==> config.mk <==
export PLATFORM = sky130hd
export DESIGN_NAME = bht_front
export DESIGN_NICKNAME = d
export VERILOG_FILES = /design/src/hw/rtl/bht_pkg.sv /design/src/hw/rtl/bht_front.sv
export SDC_FILE = /design/constraint.sdc
export NUM_CORES = 1
export LEC_CHECK = 0
export CORE_UTILIZATION = 62
export CTS_CLUSTER_SIZE = 14
export DETAILED_ROUTE_END_ITERATION = 7
export DONT_BUFFER_PORTS = 1
export PLACE_DENSITY_LB_ADDON = 0.2
export SLEW_MARGIN = 5
export SYNTH_ARGS = -nofsm -noshare
export SYNTH_HDL_FRONTEND = slang
export SYNTH_SLANG_ARGS = --single-unit
export TNS_END_PERCENT = 50
==> constraint.sdc <==
create_clock -name clk -period 7.3 [get_ports clk]
set_input_delay 1.095 -clock clk [delete_from_list [all_inputs] [get_ports clk]]
set_output_delay 1.095 -clock clk [all_outputs]
set_load 0.05 [all_outputs]
==> src/hw/rtl/bht_pkg.sv <==
`timescale 1ns / 1ps
package bht_pkg;
    localparam int INDEX_BITS = 10;
    localparam int WAYS = 4;
    localparam int WAY_BITS = (WAYS > 1) ? $clog2(WAYS) : 1;
    localparam int BUCKETS = 1 << INDEX_BITS;
    localparam int AGE_PENALTY_LSH = 1;
    // replacement priority width: 8-bit depth minus the shifted 8-bit age distance
    localparam int PRIO_W = AGE_PENALTY_LSH + 9;
    localparam int KEY_W = 64;

    typedef enum logic [1:0] {
        OP_PROBE = 2'd0,
        OP_STORE = 2'd1,
        OP_AGE   = 2'd2,
        OP_CLEAR = 2'd3
    } op_t;

    typedef struct packed {
        logic [7:0]  age;
        logic [1:0]  bound;
        logic [7:0]  depth;
        logic [15:0] score;
        logic [15:0] move;
    } payload_t;

    typedef struct packed {
        logic [KEY_W-1:0] key;
        payload_t         pl;
    } entry_t;

    // classified command passed from front to back
    typedef struct packed {
        op_t                   op;
        logic [KEY_W-1:0]      key;
        logic [INDEX_BITS-1:0] index;
        logic [15:0]           move;
        logic [15:0]           score;
        logic [7:0]            depth;
        logic [1:0]            bound;
    } cmd_t;

    typedef struct packed {
        logic        hit;
        logic [15:0] move;
        logic [15:0] score;
        logic [7:0]  depth;
        logic [1:0]  bound;
        logic [7:0]  age;
    } result_t;
endpackage

==> src/hw/rtl/bht_front.sv <==
`timescale 1ns / 1ps
module bht_front
    import bht_pkg::*;
(
    input  logic       clk,
    input  logic       rst_n,
    input  logic       in_valid,
    output logic       in_ready,
    input  logic [1:0] op,
    input  logic [KEY_W-1:0] lookup_key,
    input  logic [15:0] move_in,
    input  logic [15:0] score_in,
    input  logic [7:0]  depth_in,
    input  logic [1:0]  bound_in,
    output logic       cmd_valid,
    input  logic       cmd_ready,
    output cmd_t       cmd
);
    // two entry queue
    cmd_t       q_reg [2];
    logic       wp_reg, wp_next, rp_reg, rp_next;
    logic [1:0] cnt_reg, cnt_next;
    logic       push, pop;

    assign in_ready  = (cnt_reg != 2'd2);
    assign cmd_valid = (cnt_reg != 2'd0);
    assign cmd       = q_reg[rp_reg];
    assign push      = in_valid && in_ready;
    assign pop       = cmd_valid && cmd_ready;

    always_comb
    begin
        wp_next  = push ? ~wp_reg : wp_reg;
        rp_next  = pop ? ~rp_reg : rp_reg;
        cnt_next = cnt_reg + {1'b0, push} - {1'b0, pop};
    end

    always_ff @(posedge clk or negedge rst_n)
    begin
        if (!rst_n)
        begin
            wp_reg  <= 1'b0;
            rp_reg  <= 1'b0;
            cnt_reg <= 2'd0;
        end
        else
        begin
            wp_reg  <= wp_next;
            rp_reg  <= rp_next;
            cnt_reg <= cnt_next;
        end
    end

    always_ff @(posedge clk)
    begin
        if (push)
        begin
            q_reg[wp_reg].op    <= op_t'(op);
            q_reg[wp_reg].key   <= lookup_key;
            q_reg[wp_reg].index <= lookup_key[INDEX_BITS-1:0];
            q_reg[wp_reg].move  <= move_in;
            q_reg[wp_reg].score <= score_in;
            q_reg[wp_reg].depth <= depth_in;
            q_reg[wp_reg].bound <= bound_in;
        end
    end

    a_cnt_range: assert property (@(posedge clk) disable iff (!rst_n) cnt_reg != 2'd3)
        else $error("queue count out of range");
    a_full_stall: assert property (@(posedge clk) disable iff (!rst_n)
        cnt_reg == 2'd2 |-> !in_ready)
        else $error("full queue accepted word");
    a_pop_nonempty: assert property (@(posedge clk) disable iff (!rst_n)
        pop |-> cnt_reg != 2'd0)
        else $error("pop from empty queue");
endmodule

### Word-level counts from Yosys, hierarchy flattened

Memory sizes are Yosys's and may differ from the RTL's.
Index checks and enable logic that the tools add are counted.

| operators by class | value |
|---|---|
| add/subtract/negate cells | 2 |
| equality and inequality tests | 1 |
| mux-type cells | 2 |
| bitwise gates (word level) | 2 |
| reductions and logical operators | 3 |

Operator list:

| operator | number |
|---|---|
| $add 2x1->2 | 1 |
| $logic_and 1x1->1 | 2 |
| $mux 1 | 2 |
| $ne 2x2->1 const B | 1 |
| $not 1->1 | 2 |
| $reduce_bool 2->1 | 1 |
| $sub 2x1->2 | 1 |

| storage, ports and cells | value |
|---|---|
| bits in registers | 4 |
| RAM bits | 236 |
| bits of input ports | 112 |
| output and inout bits | 120 |
| word-level logic and storage cells | 14 |
| memories | 1 |

Memories:

| name | depth | bits a word | read ports | clocked after memory_dff | wr ports | RTL line | text |
|---|---|---|---|---|---|---|---|
| q_reg | 2 | 118 | 1 | 0 | 1 | bht_front.sv:20 | `cmd_t q_reg [2];` |

### Depth between registers and ports, before layout

| logic depth | value |
|---|---|
| depth after elaboration | 4 |
| gate-level depth with buffers | 5 |
| gate-level depth less buffers | 5 |

### Worst setup path before layout

OpenSTA, ideal clock, no wires.

| timing | value |
|---|---|
| kind | input-to-reg |
| start point | in in_valid |
| end point | mem q_reg[0][0] in the netlist's numbering (enable) |
| library setup time | 0.576 ns |
| data arrival time | 5.682 ns |
| required time | 6.724 ns |
| setup slack | 1.041 ns |
| stages | 2 |
| path buffers | 0 |
| path through | nand2_1 > nor2_1 |

| between the ends | value |
|---|---|
| longest elaborated chain between the ends | 3 |

Ends and longest elaborated chain:

| element | RTL line | text |
|---|---|---|
| start, declared | bht_front.sv:7 | `input logic in_valid,` |
| $logic_and 1x1->1 | bht_front.sv:28 | `assign push = in_valid && in_ready;` |
| $mux 1 | bht_front.sv:56 | `if (push)` |
| $mux 1 (implied by the code) | bht_front.sv:64 | `q_reg[wp_reg].bound <= bound_in;` |
| end, declared | bht_front.sv:20 |  |

No other way between the ends.

### Worst setup path in the final report

| timing | value |
|---|---|
| start point | reg rp_reg |
| end point | out cmd[53] in the netlist's numbering |

| between the ends | value |
|---|---|
| longest elaborated chain between the ends | 1 |

Ends and longest elaborated chain:

| element | RTL line | text |
|---|---|---|
| start, declared | bht_front.sv:21 | `logic wp_reg, wp_next, rp_reg, rp_next;` |
| start signal, assigned | bht_front.sv:49 | `rp_reg <= rp_next;` |
| $mem_v2 2x118 | -- |  |
| end, declared | bht_front.sv:17 | `output cmd_t cmd` |

No other way between the ends.

==> impl_metrics.toml <==
[place]
gp_congestion = 0.686
hpwl_microns = 7880
port-buffer-count = 0
dp_cells = 522

[finish]
final_common_cell = "edfxtp_1"
multiInputGateArea_sq_um = 1390
final_cell_mix = "216 x edfxtp_1, 98 x mux2_2, 23 x clkbuf_16, 10 x mux2_4, 6 x clkbuf_1"
area_growth_pct = 10.0
fill_cells = 827
final_nets = 487
diodes = 0
fin_cells = 560
largest_reg_flops = 216
final_layout_size_suffix_gt1_share_pct = 37.6
seq_area_sq_um = 6590

[cts]
post-cts-setup-buffers = 0
cts_made_buffers = 22
htreeDepth = 1
cts_sinks = 220
cts_tree = "done"
clock_latency_ns = 0.48
cts_resized = 0
cts_hold_buf = 0
clk_pin_slew_ns = 0.06
cts-root-buf = "clkbuf_16"
clockBufferDepth = 3

[routing]
drc = 0
post_drt_wl_per_cell_microns = 21.7
viasPerCell = 5.73
drt-pass1-iter-count = 4
detail-route-antenna-nets = 0
drt_iter0_drc = 154
wl_microns = 12200
vias = 3206

[setup_path]
crit_fanout = 65
startpoint = "rp_reg"
r2r_cells = 3
r2r_slack_ns = 4.42
r2r-end = "q_reg[1][17]"
r2r-start = "cnt_reg[0]"
start_kind = "flop"
end_kind = "primary output"
crit_arrival_ns = 2.78
path_class = "reg -> out"
endpoint = "cmd[53]"
crit_required_ns = 6.20

[grt]
grt_max_degree = 66
grt_pass1_wl_microns = 17100
grtUsageTotal_pct = 17.1
grt_pass1_vias = 3324
grt_antenna_before_repair = 0
overflow = 0

[synth]
syn_area_sq_um = 8110
syn_nets = 481
synthSimpleGateAreaFrac_pct = 0.601
ys_ff_latch = 220
synth_area_leaders = "edfxtp_1 80%, mux2_2 14%, mux2_4 1.9%"
synth.avg_cell_area_sq_um = 22.0
synthCells = 368
yosysUniqueCellTypes = 20
synth_largest_area_cell = "edfxtp_1"
yosysTopAreaCellShare_pct = 80.0
synthMuxAreaShare_pct = 15.5
synth_top_family_by_area = "multiplexers"
ys_warn_count = 0
ys_seq_area_share_pct = 81.2
synth_compound_area_share_pct = 0.386
synthXorXnorAreaFrac_pct = 0.324
synthAdderAreaFrac_pct = 0.154

[sta]
setup-violations-final = 0
final_hold_viol_count = 0
tightestPinTransition_ns = 0.867
fmax_mhz = 258
finalClockSkew_ns = 0.0134
hold_slack_ns = 0.305
finalSetupTns_ns = 0
drv_slew = 0
grt_setup_unrepaired = "no"
slew_headroom_pct = 42.2
fin_crit_sh_pct = 53.1
min_period_ns = 3.87

[die]
ios = 232
dieArea_sq_um = 13500
die_w_microns = 116
die_h_microns = 116
core_area_sq_um = 12700
start_util_pct = 64.0
rows = 41

[outcome]
status = "finished clean"

[run]
cap_violations = 0

[min_path]
min_path_type = "in -> async"
-- layer usage --
metal	track usage, %	share of wire [%]
met5	0	0
met4	6.24	2.4
met3	8.93	14
met2	29.9	51
met1	17.3	33
-- worst min path at each step --
stage,end,cells after the start
2_1_floorplan,wp_reg,1
3_3_place_gp,wp_reg,1
3_5_place_dp,wp_reg,1
4_1_cts,rp_reg,0
5_1_grt,cnt_reg[1],0
6_report,rp_reg,0
-- synth_stat cells --
cell and n:
a211oi_1 1, a21bo_2 1, a32oi_1 1, and3_1 1, buf_2 9, buf_4 10
buf_6 3, dfrtp_1 4, edfxtp_1 216, ha_1 1, mux2_2 98, mux2_4 10
nand2_1 2, nand2b_1 1, nand3_1 1, nor2_1 3, nor2b_1 1, o21ai_0 1
or2_2 1, xnor2_1 3
-- layout make-up --
type,instances,area share [%]
Timing Repair Buffer,4,0.336
Clock buffer,31,7.01
Tap cell,172,2.41
Multi-Input combinational cell,126,15.5
Sequential cell,220,73.8
Clock inverter,7,0.911
-- critical path: stages (launching register included) --
cell,delay [ns]
dfrtp_4,0.81
buf_4,0.78
mux2_2,0.66
-- kinds of logic after synthesis --
logic type	Yosys count
AND/OR/NAND/NOR	10
XOR/XNOR	3
AO/OA/AOI/OAI	4
flip-flops	220
multiplexers	108
buffers and inverters	22
adder cells (fa/ha/maj)	1
-- through the flow --
stage	instance area (sq um)	utilization (%)	worst slack [ns]
floorplan	8110	-	1.04
global placement	8220	64.9	3.90
detailed placement	8220	64.9	3.89
CTS	8930	70.5	3.37
global route	8930	70.5	3.21
finish	8930	70.5	3.43
Power is not shown: default switching activity piles up to over one toggle a cycle in this logic, so the estimate is an artifact.
